`src/design/rbfe_pkg.sv`:
```
// ----------------------------------------------------------------------------
// rbfe_pkg
// shared types, codes and constants of the rgb bulb fade engine
// ----------------------------------------------------------------------------
package rbfe_pkg;

  localparam int unsigned COLOR_W     = 8;
  localparam int unsigned STEP_W      = 16;
  localparam int unsigned BULB_W      = 4;
  localparam int unsigned ACTION_W    = 3;
  localparam int unsigned FACTOR_W    = 6;   // 2*idx+4 for idx up to 15
  localparam int unsigned PROD_W      = 22;  // step times factor
  localparam int unsigned FRAC_W      = 8;   // q8.8 fraction bits of the step
  localparam int unsigned DIVIDEND_W  = PROD_W - FRAC_W;
  localparam int unsigned DIVISOR_W   = 5;   // 3*num_bulbs, at most 18
  localparam int unsigned QUOT_W      = DIVIDEND_W;
  localparam int unsigned DIV_CNT_W   = 4;
  localparam int unsigned NB_W        = 3;
  localparam int unsigned CFG_DATA_W  = 8;
  localparam int unsigned CFG_IDX_W   = 1;

  localparam logic [NB_W-1:0]    NUM_BULBS_MIN   = 3'd1;
  localparam logic [NB_W-1:0]    NUM_BULBS_MAX   = 3'd6;
  localparam logic [NB_W-1:0]    NUM_BULBS_RESET = 3'd1;
  localparam logic [COLOR_W-1:0] SNAP_THR_RESET  = 8'd12;

  typedef enum logic [ACTION_W-1:0] {
    ACT_TICK    = 3'd0,
    ACT_SET_TGT = 3'd1,
    ACT_SET_CUR = 3'd2,
    ACT_ALL_TGT = 3'd3,
    ACT_ALL_CUR = 3'd4,
    ACT_READ    = 3'd5
  } action_e;

  typedef enum logic [CFG_IDX_W-1:0] {
    CFG_NUM_BULBS = 1'b0,
    CFG_SNAP_THR  = 1'b1
  } cfg_reg_e;

  typedef enum logic [3:0] {
    ST_IDLE,
    ST_DISPATCH,
    ST_WRITE,
    ST_SWEEP,
    ST_MUL,
    ST_DIV_GO,
    ST_DIV,
    ST_APPLY,
    ST_FINISH
  } ctrl_state_e;

  typedef struct packed {
    logic [COLOR_W-1:0] red;
    logic [COLOR_W-1:0] green;
    logic [COLOR_W-1:0] blue;
  } rgb_t;

  localparam rgb_t CUR_RESET = '{red: 8'd0,   green: 8'd0, blue: 8'd0};
  localparam rgb_t TGT_RESET = '{red: 8'd128, green: 8'd0, blue: 8'd77};

  typedef struct packed {
    logic [ACTION_W-1:0] action;
    logic [BULB_W-1:0]   bulb;
    logic [COLOR_W-1:0]  red;
    logic [COLOR_W-1:0]  green;
    logic [COLOR_W-1:0]  blue;
    logic [STEP_W-1:0]   step_size;
  } in_item_t;

  typedef struct packed {
    logic [BULB_W-1:0]  bulb_index;
    logic [COLOR_W-1:0] cur_red;
    logic [COLOR_W-1:0] cur_green;
    logic [COLOR_W-1:0] cur_blue;
    logic [COLOR_W-1:0] tgt_red;
    logic [COLOR_W-1:0] tgt_green;
    logic [COLOR_W-1:0] tgt_blue;
    logic               still_fading;
  } out_item_t;

  // controller to datapath
  typedef struct packed {
    logic load_in;
    logic clr_idx;
    logic inc_idx;
    logic use_bulb;
    logic wr_tgt;
    logic wr_cur;
    logic wr_fade;
    logic mul_en;
    logic div_start;
    logic out_load;
  } ctl_cmd_t;

  // datapath to controller
  typedef struct packed {
    action_e action;
    logic    last_idx;
    logic    div_busy;
    logic    out_free;
  } dp_status_t;

endpackage

```
`src/design/rbfe_div.sv`:
```
// ----------------------------------------------------------------------------
// rbfe_div
// restoring divider, one quotient bit per cycle
// ----------------------------------------------------------------------------
module rbfe_div (
  input  logic                             clk_i,
  input  logic                             rst_ni,
  input  logic                             start_i,
  input  logic [rbfe_pkg::DIVIDEND_W-1:0]  dividend_i,
  input  logic [rbfe_pkg::DIVISOR_W-1:0]   divisor_i,
  output logic                             busy_o,
  output logic [rbfe_pkg::QUOT_W-1:0]      quot_o,
  output logic [rbfe_pkg::DIVISOR_W-1:0]   rem_o
);

  localparam logic [rbfe_pkg::DIV_CNT_W-1:0] DIV_STEPS =
    rbfe_pkg::DIV_CNT_W'(rbfe_pkg::DIVIDEND_W);

  logic                               busy_q, busy_d;
  logic [rbfe_pkg::DIV_CNT_W-1:0]     cnt_q, cnt_d;
  logic [rbfe_pkg::QUOT_W-1:0]        quot_q, quot_d;
  logic [rbfe_pkg::DIVISOR_W-1:0]     rem_q, rem_d;
  logic [rbfe_pkg::DIVISOR_W-1:0]     dvsr_q, dvsr_d;
  logic [rbfe_pkg::DIVISOR_W:0]       shifted;
  logic [rbfe_pkg::DIVISOR_W:0]       trial;
  logic                               fits;

  always_comb begin
    shifted = {rem_q, quot_q[rbfe_pkg::QUOT_W-1]};
    trial   = shifted - {1'b0, dvsr_q};
    fits    = shifted >= {1'b0, dvsr_q};
    busy_d  = busy_q;
    cnt_d   = cnt_q;
    quot_d  = quot_q;
    rem_d   = rem_q;
    dvsr_d  = dvsr_q;
    if (start_i) begin
      busy_d = 1'b1;
      cnt_d  = DIV_STEPS;
      quot_d = dividend_i;
      rem_d  = '0;
      dvsr_d = divisor_i;
    end else if (busy_q) begin
      rem_d  = fits ? trial[rbfe_pkg::DIVISOR_W-1:0] : shifted[rbfe_pkg::DIVISOR_W-1:0];
      quot_d = {quot_q[rbfe_pkg::QUOT_W-2:0], fits};
      cnt_d  = cnt_q - 1'b1;
      if (cnt_q == rbfe_pkg::DIV_CNT_W'(1)) begin
        busy_d = 1'b0;
      end
    end
  end

  always_ff @(posedge clk_i or negedge rst_ni) begin
    if (!rst_ni) begin
      busy_q <= 1'b0;
      cnt_q  <= '0;
    end else begin
      busy_q <= busy_d;
      cnt_q  <= cnt_d;
    end
  end

  always_ff @(posedge clk_i) begin
    quot_q <= quot_d;
    rem_q  <= rem_d;
    dvsr_q <= dvsr_d;
  end

  assign busy_o = busy_q;
  assign quot_o = quot_q;
  assign rem_o  = rem_q;

endmodule

```
`src/design/rbfe_dp.sv`:
```
// ----------------------------------------------------------------------------
// rbfe_dp
// colour stores, config registers, step multiply, channel update, result reg
// ----------------------------------------------------------------------------
module rbfe_dp #(
  parameter int unsigned BULB_SLOTS = 10
) (
  input  logic                              clk_i,
  input  logic                              rst_ni,
  input  rbfe_pkg::in_item_t                in_data_i,
  input  logic                              cfg_we_i,
  input  logic [rbfe_pkg::CFG_IDX_W-1:0]    cfg_index_i,
  input  logic [rbfe_pkg::CFG_DATA_W-1:0]   cfg_data_i,
  input  rbfe_pkg::ctl_cmd_t                cmd_i,
  output rbfe_pkg::dp_status_t              status_o,
  input  logic                              out_stall_i,
  output logic                              out_valid_o,
  output rbfe_pkg::out_item_t               out_data_o
);

  localparam int unsigned AW = (BULB_SLOTS > 1) ? $clog2(BULB_SLOTS) : 1;
  localparam logic [rbfe_pkg::BULB_W:0] SLOTS_EXT = (rbfe_pkg::BULB_W+1)'(BULB_SLOTS);
  localparam logic [AW-1:0]             LAST_IDX  = AW'(BULB_SLOTS - 1);

  rbfe_pkg::rgb_t                    cur_q [BULB_SLOTS];
  rbfe_pkg::rgb_t                    tgt_q [BULB_SLOTS];
  logic [BULB_SLOTS-1:0]             diff_q;

  rbfe_pkg::in_item_t                in_q;
  logic [rbfe_pkg::NB_W-1:0]         nb_q;
  logic [rbfe_pkg::COLOR_W-1:0]      thr_q;
  logic [AW-1:0]                     idx_q, idx_d;
  logic [rbfe_pkg::PROD_W-1:0]       prod_q;
  logic                              out_valid_q, out_valid_d;
  rbfe_pkg::out_item_t               out_q;

  logic                              bulb_ok;
  logic [AW-1:0]                     addr;
  logic                              addr_ok;
  rbfe_pkg::rgb_t                    rd_cur, rd_tgt;
  rbfe_pkg::rgb_t                    new_cur, new_tgt;
  rbfe_pkg::rgb_t                    in_rgb;
  rbfe_pkg::rgb_t                    fade_rgb;
  logic                              wr_en;
  logic [rbfe_pkg::FACTOR_W-1:0]     factor;
  logic [rbfe_pkg::PROD_W-1:0]       prod_d;
  logic [rbfe_pkg::DIVISOR_W-1:0]    divisor;
  logic [rbfe_pkg::QUOT_W-1:0]       quot;
  logic [rbfe_pkg::DIVISOR_W-1:0]    rem;
  logic                              div_busy;
  logic                              rem_nz;
  logic [rbfe_pkg::NB_W-1:0]         nb_sat;
  rbfe_pkg::out_item_t               out_d;

  // move one channel toward its target by the divided step
  function automatic logic [rbfe_pkg::COLOR_W-1:0] fade_ch(
    input logic [rbfe_pkg::COLOR_W-1:0] cur,
    input logic [rbfe_pkg::COLOR_W-1:0] tgt,
    input logic [rbfe_pkg::COLOR_W-1:0] thr,
    input logic [rbfe_pkg::QUOT_W-1:0]  q,
    input logic                         rnz
  );
    logic [rbfe_pkg::COLOR_W-1:0] gap;
    logic [rbfe_pkg::QUOT_W:0]    up_sum;
    logic [rbfe_pkg::QUOT_W:0]    down_amt;
    logic [rbfe_pkg::COLOR_W-1:0] res;
    gap      = (cur > tgt) ? (cur - tgt) : (tgt - cur);
    up_sum   = (rbfe_pkg::QUOT_W+1)'(cur) + (rbfe_pkg::QUOT_W+1)'(q);
    down_amt = (rbfe_pkg::QUOT_W+1)'(q) + (rbfe_pkg::QUOT_W+1)'(rnz);
    if (gap <= thr) begin
      res = tgt;
    end else if (tgt > cur) begin
      res = (up_sum > (rbfe_pkg::QUOT_W+1)'(255)) ? 8'hFF : up_sum[rbfe_pkg::COLOR_W-1:0];
    end else if (down_amt >= (rbfe_pkg::QUOT_W+1)'(cur)) begin
      res = '0;
    end else begin
      res = cur - down_amt[rbfe_pkg::COLOR_W-1:0];
    end
    return res;
  endfunction

  rbfe_div u_div (
    .clk_i      (clk_i),
    .rst_ni     (rst_ni),
    .start_i    (cmd_i.div_start),
    .dividend_i (prod_q[rbfe_pkg::PROD_W-1:rbfe_pkg::FRAC_W]),
    .divisor_i  (divisor),
    .busy_o     (div_busy),
    .quot_o     (quot),
    .rem_o      (rem)
  );

  always_comb begin
    bulb_ok = {1'b0, in_q.bulb} < SLOTS_EXT;
    addr    = cmd_i.use_bulb ? in_q.bulb[AW-1:0] : idx_q;
    addr_ok = cmd_i.use_bulb ? bulb_ok : 1'b1;
    rd_cur  = addr_ok ? cur_q[addr] : rbfe_pkg::CUR_RESET;
    rd_tgt  = addr_ok ? tgt_q[addr] : rbfe_pkg::CUR_RESET;
    in_rgb  = '{red: in_q.red, green: in_q.green, blue: in_q.blue};

    // step times 2*idx+4, divided by 3*num_bulbs after dropping the q8.8 fraction
    rem_nz  = (prod_q[rbfe_pkg::FRAC_W-1:0] != '0) || (rem != '0);
    fade_rgb.red   = fade_ch(rd_cur.red,   rd_tgt.red,   thr_q, quot, rem_nz);
    fade_rgb.green = fade_ch(rd_cur.green, rd_tgt.green, thr_q, quot, rem_nz);
    fade_rgb.blue  = fade_ch(rd_cur.blue,  rd_tgt.blue,  thr_q, quot, rem_nz);

    new_cur = rd_cur;
    new_tgt = rd_tgt;
    if (cmd_i.wr_tgt) begin
      new_tgt = in_rgb;
    end
    if (cmd_i.wr_cur) begin
      new_cur = in_rgb;
    end
    if (cmd_i.wr_fade) begin
      new_cur = fade_rgb;
    end
    wr_en = (cmd_i.wr_tgt || cmd_i.wr_cur || cmd_i.wr_fade) && addr_ok;

    factor  = rbfe_pkg::FACTOR_W'({idx_q, 1'b0}) + rbfe_pkg::FACTOR_W'(4);
    prod_d  = rbfe_pkg::PROD_W'(in_q.step_size) * rbfe_pkg::PROD_W'(factor);
    divisor = rbfe_pkg::DIVISOR_W'(nb_q) + rbfe_pkg::DIVISOR_W'({nb_q, 1'b0});

    idx_d = idx_q;
    if (cmd_i.clr_idx) begin
      idx_d = '0;
    end else if (cmd_i.inc_idx) begin
      idx_d = idx_q + 1'b1;
    end

    if (cfg_data_i < rbfe_pkg::CFG_DATA_W'(rbfe_pkg::NUM_BULBS_MIN)) begin
      nb_sat = rbfe_pkg::NUM_BULBS_MIN;
    end else if (cfg_data_i > rbfe_pkg::CFG_DATA_W'(rbfe_pkg::NUM_BULBS_MAX)) begin
      nb_sat = rbfe_pkg::NUM_BULBS_MAX;
    end else begin
      nb_sat = cfg_data_i[rbfe_pkg::NB_W-1:0];
    end

    out_d.bulb_index   = in_q.bulb;
    out_d.cur_red      = rd_cur.red;
    out_d.cur_green    = rd_cur.green;
    out_d.cur_blue     = rd_cur.blue;
    out_d.tgt_red      = rd_tgt.red;
    out_d.tgt_green    = rd_tgt.green;
    out_d.tgt_blue     = rd_tgt.blue;
    out_d.still_fading = |diff_q;

    out_valid_d = out_valid_q;
    if (out_valid_q && !out_stall_i) begin
      out_valid_d = 1'b0;
    end
    if (cmd_i.out_load) begin
      out_valid_d = 1'b1;
    end
  end

  // colour stores with their reset colours and per-bulb mismatch flags
  always_ff @(posedge clk_i or negedge rst_ni) begin
    if (!rst_ni) begin
      for (int i = 0; i < BULB_SLOTS; i++) begin
        cur_q[i] <= rbfe_pkg::CUR_RESET;
        tgt_q[i] <= rbfe_pkg::TGT_RESET;
      end
      diff_q <= (rbfe_pkg::CUR_RESET != rbfe_pkg::TGT_RESET) ? '1 : '0;
    end else if (wr_en) begin
      cur_q[addr]  <= new_cur;
      tgt_q[addr]  <= new_tgt;
      diff_q[addr] <= new_cur != new_tgt;
    end
  end

  always_ff @(posedge clk_i or negedge rst_ni) begin
    if (!rst_ni) begin
      nb_q        <= rbfe_pkg::NUM_BULBS_RESET;
      thr_q       <= rbfe_pkg::SNAP_THR_RESET;
      idx_q       <= '0;
      out_valid_q <= 1'b0;
    end else begin
      idx_q       <= idx_d;
      out_valid_q <= out_valid_d;
      if (cfg_we_i) begin
        case (rbfe_pkg::cfg_reg_e'(cfg_index_i))
          rbfe_pkg::CFG_NUM_BULBS: nb_q  <= nb_sat;
          rbfe_pkg::CFG_SNAP_THR:  thr_q <= cfg_data_i;
          default: ;
        endcase
      end
    end
  end

  always_ff @(posedge clk_i) begin
    if (cmd_i.load_in) begin
      in_q <= in_data_i;
    end
    if (cmd_i.mul_en) begin
      prod_q <= prod_d;
    end
    if (cmd_i.out_load) begin
      out_q <= out_d;
    end
  end

  assign status_o.action   = rbfe_pkg::action_e'(in_q.action);
  assign status_o.last_idx = idx_q == LAST_IDX;
  assign status_o.div_busy = div_busy;
  assign status_o.out_free = !out_valid_q || !out_stall_i;

  assign out_valid_o = out_valid_q;
  assign out_data_o  = out_q;

endmodule

```
`src/design/rbfe_ctrl.sv`:
```
// ----------------------------------------------------------------------------
// rbfe_ctrl
// sequencer for writes, sweeps over all bulbs and the tick loop
// ----------------------------------------------------------------------------
module rbfe_ctrl (
  input  logic                  clk_i,
  input  logic                  rst_ni,
  input  logic                  in_valid_i,
  output logic                  in_stall_o,
  input  rbfe_pkg::dp_status_t  status_i,
  output rbfe_pkg::ctl_cmd_t    cmd_o
);

  rbfe_pkg::ctrl_state_e state_q, state_d;

  always_comb begin
    state_d = state_q;
    case (state_q)
      rbfe_pkg::ST_IDLE: begin
        if (in_valid_i) begin
          state_d = rbfe_pkg::ST_DISPATCH;
        end
      end
      rbfe_pkg::ST_DISPATCH: begin
        case (status_i.action)
          rbfe_pkg::ACT_TICK:    state_d = rbfe_pkg::ST_MUL;
          rbfe_pkg::ACT_SET_TGT: state_d = rbfe_pkg::ST_WRITE;
          rbfe_pkg::ACT_SET_CUR: state_d = rbfe_pkg::ST_WRITE;
          rbfe_pkg::ACT_ALL_TGT: state_d = rbfe_pkg::ST_SWEEP;
          rbfe_pkg::ACT_ALL_CUR: state_d = rbfe_pkg::ST_SWEEP;
          default:               state_d = rbfe_pkg::ST_FINISH;
        endcase
      end
      rbfe_pkg::ST_WRITE:  state_d = rbfe_pkg::ST_FINISH;
      rbfe_pkg::ST_SWEEP: begin
        if (status_i.last_idx) begin
          state_d = rbfe_pkg::ST_FINISH;
        end
      end
      rbfe_pkg::ST_MUL:    state_d = rbfe_pkg::ST_DIV_GO;
      rbfe_pkg::ST_DIV_GO: state_d = rbfe_pkg::ST_DIV;
      rbfe_pkg::ST_DIV: begin
        if (!status_i.div_busy) begin
          state_d = rbfe_pkg::ST_APPLY;
        end
      end
      rbfe_pkg::ST_APPLY: begin
        state_d = status_i.last_idx ? rbfe_pkg::ST_FINISH : rbfe_pkg::ST_MUL;
      end
      rbfe_pkg::ST_FINISH: begin
        if (status_i.out_free) begin
          state_d = rbfe_pkg::ST_IDLE;
        end
      end
      default: state_d = rbfe_pkg::ST_IDLE;
    endcase
  end

  always_comb begin
    cmd_o      = '0;
    in_stall_o = 1'b1;
    case (state_q)
      rbfe_pkg::ST_IDLE: begin
        in_stall_o    = 1'b0;
        cmd_o.load_in = in_valid_i;
      end
      rbfe_pkg::ST_DISPATCH: begin
        cmd_o.clr_idx = 1'b1;
      end
      rbfe_pkg::ST_WRITE: begin
        cmd_o.use_bulb = 1'b1;
        cmd_o.wr_tgt   = status_i.action == rbfe_pkg::ACT_SET_TGT;
        cmd_o.wr_cur   = status_i.action == rbfe_pkg::ACT_SET_CUR;
      end
      rbfe_pkg::ST_SWEEP: begin
        cmd_o.wr_tgt  = status_i.action == rbfe_pkg::ACT_ALL_TGT;
        cmd_o.wr_cur  = status_i.action == rbfe_pkg::ACT_ALL_CUR;
        cmd_o.inc_idx = 1'b1;
      end
      rbfe_pkg::ST_MUL: begin
        cmd_o.mul_en = 1'b1;
      end
      rbfe_pkg::ST_DIV_GO: begin
        cmd_o.div_start = 1'b1;
      end
      rbfe_pkg::ST_DIV: ;
      rbfe_pkg::ST_APPLY: begin
        cmd_o.wr_fade = 1'b1;
        cmd_o.inc_idx = 1'b1;
      end
      rbfe_pkg::ST_FINISH: begin
        cmd_o.use_bulb = 1'b1;
        cmd_o.out_load = status_i.out_free;
      end
      default: ;
    endcase
  end

  always_ff @(posedge clk_i or negedge rst_ni) begin
    if (!rst_ni) begin
      state_q <= rbfe_pkg::ST_IDLE;
    end else begin
      state_q <= state_d;
    end
  end

endmodule

```
`src/design/rgb_bulb_fade_engine_core.sv`:
```
// ----------------------------------------------------------------------------
// rgb_bulb_fade_engine_core
// work: a read or unused action only loads the result, a single-bulb write
//   touches one bulb, set-all sweeps every bulb, a tick divides once per bulb
// throughput: one request at a time; the next is taken once the result is in
//   the output register, which may still be waiting on the consumer
// reset: async active low; colours return to their reset values at once
// ----------------------------------------------------------------------------
module rgb_bulb_fade_engine_core #(
  parameter int unsigned BULB_SLOTS = 10
) (
  input  logic                              clk_i,
  input  logic                              rst_ni,
  // request channel
  input  logic                              in_valid_i,
  output logic                              in_stall_o,
  input  rbfe_pkg::in_item_t                in_data_i,
  // result channel
  output logic                              out_valid_o,
  input  logic                              out_stall_i,
  output rbfe_pkg::out_item_t               out_data_o,
  // register writes
  input  logic                              cfg_we_i,
  input  logic [rbfe_pkg::CFG_IDX_W-1:0]    cfg_index_i,
  input  logic [rbfe_pkg::CFG_DATA_W-1:0]   cfg_data_i
);

  // the controller steps through one request:
  //   dispatch on the stored action
  //   single write touches the addressed bulb once
  //   set-all sweeps every bulb, one per cycle
  //   tick walks bulbs: multiply step by 2*idx+4, divide by 3*num_bulbs,
  //   then update all three channels of that bulb together
  //   finish loads the result register once it is free
  rbfe_pkg::ctl_cmd_t   cmd;
  rbfe_pkg::dp_status_t status;

  rbfe_ctrl u_ctrl (
    .clk_i      (clk_i),
    .rst_ni     (rst_ni),
    .in_valid_i (in_valid_i),
    .in_stall_o (in_stall_o),
    .status_i   (status),
    .cmd_o      (cmd)
  );

  // colour stores, per-bulb mismatch flags, divider and result register
  rbfe_dp #(
    .BULB_SLOTS (BULB_SLOTS)
  ) u_dp (
    .clk_i       (clk_i),
    .rst_ni      (rst_ni),
    .in_data_i   (in_data_i),
    .cfg_we_i    (cfg_we_i),
    .cfg_index_i (cfg_index_i),
    .cfg_data_i  (cfg_data_i),
    .cmd_i       (cmd),
    .status_o    (status),
    .out_stall_i (out_stall_i),
    .out_valid_o (out_valid_o),
    .out_data_o  (out_data_o)
  );

  localparam logic [rbfe_pkg::BULB_W:0] SLOTS_EXT = (rbfe_pkg::BULB_W+1)'(BULB_SLOTS);

  // a taken request always makes the block busy in the next cycle
  a_busy_after_accept: assert property (
    @(posedge clk_i) disable iff (!rst_ni)
    (in_valid_i && !in_stall_o) |=> in_stall_o
  ) else $error("request accepted back to back");

  // a new result only shows up at the end of work on a request
  a_result_after_work: assert property (
    @(posedge clk_i) disable iff (!rst_ni)
    $rose(out_valid_o) |-> $past(in_stall_o)
  ) else $error("result appeared without a request in flight");

  // an unknown bulb reports black for both colours
  a_bad_bulb_zero: assert property (
    @(posedge clk_i) disable iff (!rst_ni)
    (out_valid_o && ({1'b0, out_data_o.bulb_index} >= SLOTS_EXT)) |->
      (out_data_o.cur_red == '0 && out_data_o.cur_green == '0 &&
       out_data_o.cur_blue == '0 && out_data_o.tgt_red == '0 &&
       out_data_o.tgt_green == '0 && out_data_o.tgt_blue == '0)
  ) else $error("out of range bulb reported nonzero colour");

endmodule

```
`config.mk`:
```
export PLATFORM = sky130hd
export DESIGN_NAME = rgb_bulb_fade_engine_core
export DESIGN_NICKNAME = d
export VERILOG_FILES = /design/src/design/rbfe_pkg.sv /design/src/design/rbfe_div.sv /design/src/design/rbfe_dp.sv /design/src/design/rbfe_ctrl.sv /design/src/design/rgb_bulb_fade_engine_core.sv
export SDC_FILE = /design/constraint.sdc
export NUM_CORES = 2
export LEC_CHECK = 0
export BUFFER_PORTS_ARGS = -buffer_cell sky130_fd_sc_hd__buf_2
export CORE_UTILIZATION = 41
export CTS_CLUSTER_DIAMETER = 30
export CTS_CLUSTER_SIZE = 30
export DETAILED_ROUTE_END_ITERATION = 16
export PLACE_DENSITY_LB_ADDON = 0.2
export SLEW_MARGIN = 20
export SYNTH_ARGS = -nofsm -noshare
export SYNTH_HDL_FRONTEND = slang
export SYNTH_SLANG_ARGS = --single-unit
```
`constraint.sdc`:
```
create_clock -name clk_i -period 10.6 [get_ports clk_i]
set_input_delay 2.65 -clock clk_i [delete_from_list [all_inputs] [get_ports clk_i]]
set_output_delay 2.65 -clock clk_i [all_outputs]
set_load 0.02 [all_outputs]
```
==> metrics.md <==
| Metric | Value |
|---|---|
| Max Cap Violations | 0 |
| Final Skew | 58.8 ps |
| Worst-margin pin slew | 1190 ps |
| Area of the multi-input gates | 0.0210 sq mm |
| Top delay family on crit path | compound AO/OA/AOI/OAI gates |
| Failing checks | DRC |
| Fin area | 0.0482 sq mm |
| Syn Area/Cell | 9.21 sq um |
| Final Cycle Share | 0.949 |
| Post-DR vias/cell | 5.96 |
| TritonCTS Buffers | 165 |
| Tightest hold margin | 465 ps |
| Setup TNS | 0 ps |
| Critical path class | reg2reg |
| All-layer global routing usage | 0.308 |
| Synth Area in Compound Gates | 0.179 |
| Die Wd | 314 um |
| # DRC | 2 |
| Clk_lat worst skew | 790 ps |
| Hold path depth | 2 |
| Post-Route M1 WL | 65.5 mm |
| Final Max Slew Viols | 0 |
| # nets final | 4,789 |
| Syn Std Cell Area | 0.0399 sq mm |
| Crit path buffers/inverters | 4 |
| Relative slew slack | 0.208 |
| Initial DRC count | 4,058 |
| Reg area | 0.0173 sq mm |
| Dpl hpwl | 108 mm |
| Pin count of the biggest net entering global routing | 148 |
| XOR/XNOR Fraction of Synth Area | 0.0171 |
| Status | finished, violations left |
| Routability cong. | 0.998 |
| Most common cell on crit path | buf_4 |
| First-pass GRT wire length | 225 mm |
| RSZ-0062 raised after global routing | no |
| Arrival @ worst endpoint | 10,760 ps |
| Filler cells | 8,952 |
| Row count | 114 |
| Initial DRT Pass Iterations | 12 |
| Metal2 WL | 64.4 mm |
| Vias in the first global route | 34,100 |
| WHS Endpoint | u_dp.cur_q[93] |
| Max Used Layer | met4 |
| Distinct cells, synth | 109 |
| Die Ht | 314 um |
| DP Area | 0.0423 sq mm |
| Wire length per cell | 25.7 um |
| Ys async rst share | 0.780 |
| Post-route minimum period | 10,060 ps |
| Via count | 35,100 |
| Worst EP required | 11,290 ps |
| Crit. End Element | flip-flop |
| GR Overflow Total | 0 |
| Starting Density | 0.413 |
| FF+latch count, synth | 660 |
| Hold_sp | u_dp.cur_q[93] |
| Area growth, synth to finish | 20.7% |
| Synth warnings | 0 |
| Number of flops mapped to enable cells by yosys | 140 |
| Simple-gate share of the synthesized area | 0.182 |
| CTS H-tree lvls | 4 |
| Util after Layout | 0.499 |
| R2R setup slack | 540 ps |
| Mux cell area share after synthesis | 0.0520 |
| Reg2Reg Launch Point | u_ctrl.state_q[2] |
| Critical path's largest stage delay | 790 ps |
| Largest family of logic cells by synthesized area | simple AND/OR/NAND/NOR gates |
| Final hold viol count | 0 |
| Final setup viols | 0 |
| Layout cells sized above 1 | 0.184 |
| Post-synth top flop | dfrtp_1 |
| Routed wl met3 | 13.3 mm |
| Maximum fanout along the worst path | 26 |
| # hold bufs at CTS | 0 |
| Clk slew on worst S/H paths | 50 ps |
| Final ANT Viol Nets | 0 |
| Register area share after synthesis | 0.433 |
| Crit-path slowest cell | o32ai_2 |
| Clk sinks | 660 |
| CTS max path bufs | 3 |
| I/O Pins | 116 |
| Hold WC Path Type | reg2reg |
| CTS tree | yes |
| F_max | 99.4 MHz |
| Syn Inst Count | 4,330 |
| CORE AREA | 0.0966 sq mm |
| WL final | 152 mm |
| Net count after synthesis | 4,644 |
| Reg2Reg Depth | 33 |
| Adder-cell share of the synthesized area | 0.0903 |
| Clk root buf | clkbuf_16 |
| DIE AREA | 0.0986 sq mm |
| Port buffer count | 115 |
| Initial antenna violation count | 1 |
| Reg-to-reg endpoint | u_dp.diff_q[5] |
| Crit path launch type | flip-flop |
logic make-up after synthesis:
group           after synthesis
simple gates               1586
compound gates             1096
flops                       660
buf+inv                     464
fa+ha+maj                   254
mux                         194
xor+xnor                     76
per-stage QoR:
| step | std cells | setup slack, ps |
|---|---|---|
| 4_1_cts | 5891 | 676 |
| 3_5_place_dp | 5580 | 692 |
| 2_1_floorplan | 4330 | 2550 |
| 3_3_place_gp | 5580 | 761 |
| 6_report | 5898 | 538 |
| 5_1_grt | 5895 | 119 |
worst max-delay path by stage:
stage | from | endpoint | slack (ps) | cells after the start
6_report | u_ctrl.state_q[2] | u_dp.diff_q[5] | 540 | 33
5_1_grt | u_ctrl.state_q[3] | u_dp.diff_q[8] | 120 | 32
4_1_cts | u_ctrl.state_q[1] | u_dp.diff_q[1] | 680 | 32
3_5_place_dp | u_ctrl.state_q[1] | u_dp.diff_q[5] | 690 | 33
3_3_place_gp | u_ctrl.state_q[1] | u_dp.diff_q[0] | 760 | 32
2_1_floorplan | u_ctrl.state_q[1] | u_dp.diff_q[0] | 2550 | 33
layout by cell type, fill, tap and decap left out, types with 26 or more instances in the layout:
cell type,count
and2_1,45
inv_1,164
buf_2,114
nand4_1,33
nor3_1,33
nand3_1,140
a311oi_1,26
nand2b_1,75
and3_1,68
a211oi_1,108
mux2_2,105
nand2_1,898
fa_1,57
nor2b_1,42
dfrtp_1,449
o21ai_0,448
edfxtp_1,140
ha_1,196
buf_4,152
xnor2_1,45
clkbuf_16,169
xor2_1,29
dfstp_2,63
mux2i_1,82
a21oi_1,144
nor2_1,124
clkinv_2,28
registers in the layout, summed over array words and instances, names as in the netlist:
register / count
u_dp.u_div.quot_o: 14
u_dp.idx_q: 4
u_dp.cur_q: 240
u_dp.nb_q: 3
u_dp.out_valid_o: 1
u_dp.thr_q: 8
u_dp.in_q: 44
u_dp.tgt_q: 240
u_ctrl.state_q: 4
u_dp.u_div.rem_o: 5
u_dp.prod_q: 21
u_dp.u_div.dvsr_q: 5
u_dp.u_div.cnt_q: 4
u_dp.status_o: 3
u_dp.u_div.busy_o: 1
u_dp.out_data_o: 53
u_dp.diff_q: 10
cells in the mapped netlist, types with 16 or more instances:
cell      number  area [sq um]
a21oi_1      147           736
fa_1          57          1140
and2_1        46           288
dfrtp_1      452         11300
nand2b_1      75           469
nand2_1      909          3410
buf_2         51           255
o22ai_1       23           144
clkbuf_1     220           826
a211o_1       23           201
a211oi_1     108           811
nor2_1       131           492
nor4_1        25           156
o211ai_1      19           143
and3_1        69           432
mux2_2       105          1180
xor2_1        29           254
a32oi_1       18           158
dfstp_2       63          1660
a21o_1        23           173
nand4_1       33           206
a31oi_1       16           100
o21ai_0      451          2260
edfxtp_1     140          4200
nor3_1        36           180
inv_1        164           616
nand3_1      141           706
mux2i_1       89           891
ha_1         196          2450
a22oi_1       16           120
nor2b_1       42           263
xnor2_1       45           394
a311oi_1      26           228
o31ai_1       17           128
final cells by class:
| type | count | share of cell area |
|---|---|---|
| Sequential cell | 660 | 0.359 |
| Antenna cell | 3 | 0.000156 |
| Inverter | 169 | 0.0132 |
| Multi-Input combinational cell | 3206 | 0.435 |
| Clock buffer | 207 | 0.0956 |
| Clock inverter | 104 | 0.0254 |
| Timing Repair Buffer | 273 | 0.0384 |
| Tap cell | 1276 | 0.0332 |
timing repair:
| action | CTS | global route |
|---|---|---|
| endpoints found under the setup margin | 0 | 10 |
| resized for setup | 0 | 1 |
| buffers inserted | 0 | 4 |
| endpoints found under the hold margin | 0 | 0 |
worst register-to-register path: cells and delay by family, from the launching register on:
kind                       cells  cell delay [ps]
adders and majority gates      2              680
DFF                            1              570
xor gates and xnor gates       1              180
and+or+nand+nor                8             1670
AOI/OAI and AO/OA             18             5650
buffers and inverters          4             1250
layer usage:
layer	up-vias	track usage
met5	-	0
met4	0	0.166
met3	371	0.0689
met2	1709	0.447
met1	17300	0.427
li1	15700	-
Power is left out: the tool's default activity adds up to more than one toggle a clock period on the data nets, which glitch-free logic cannot reach.
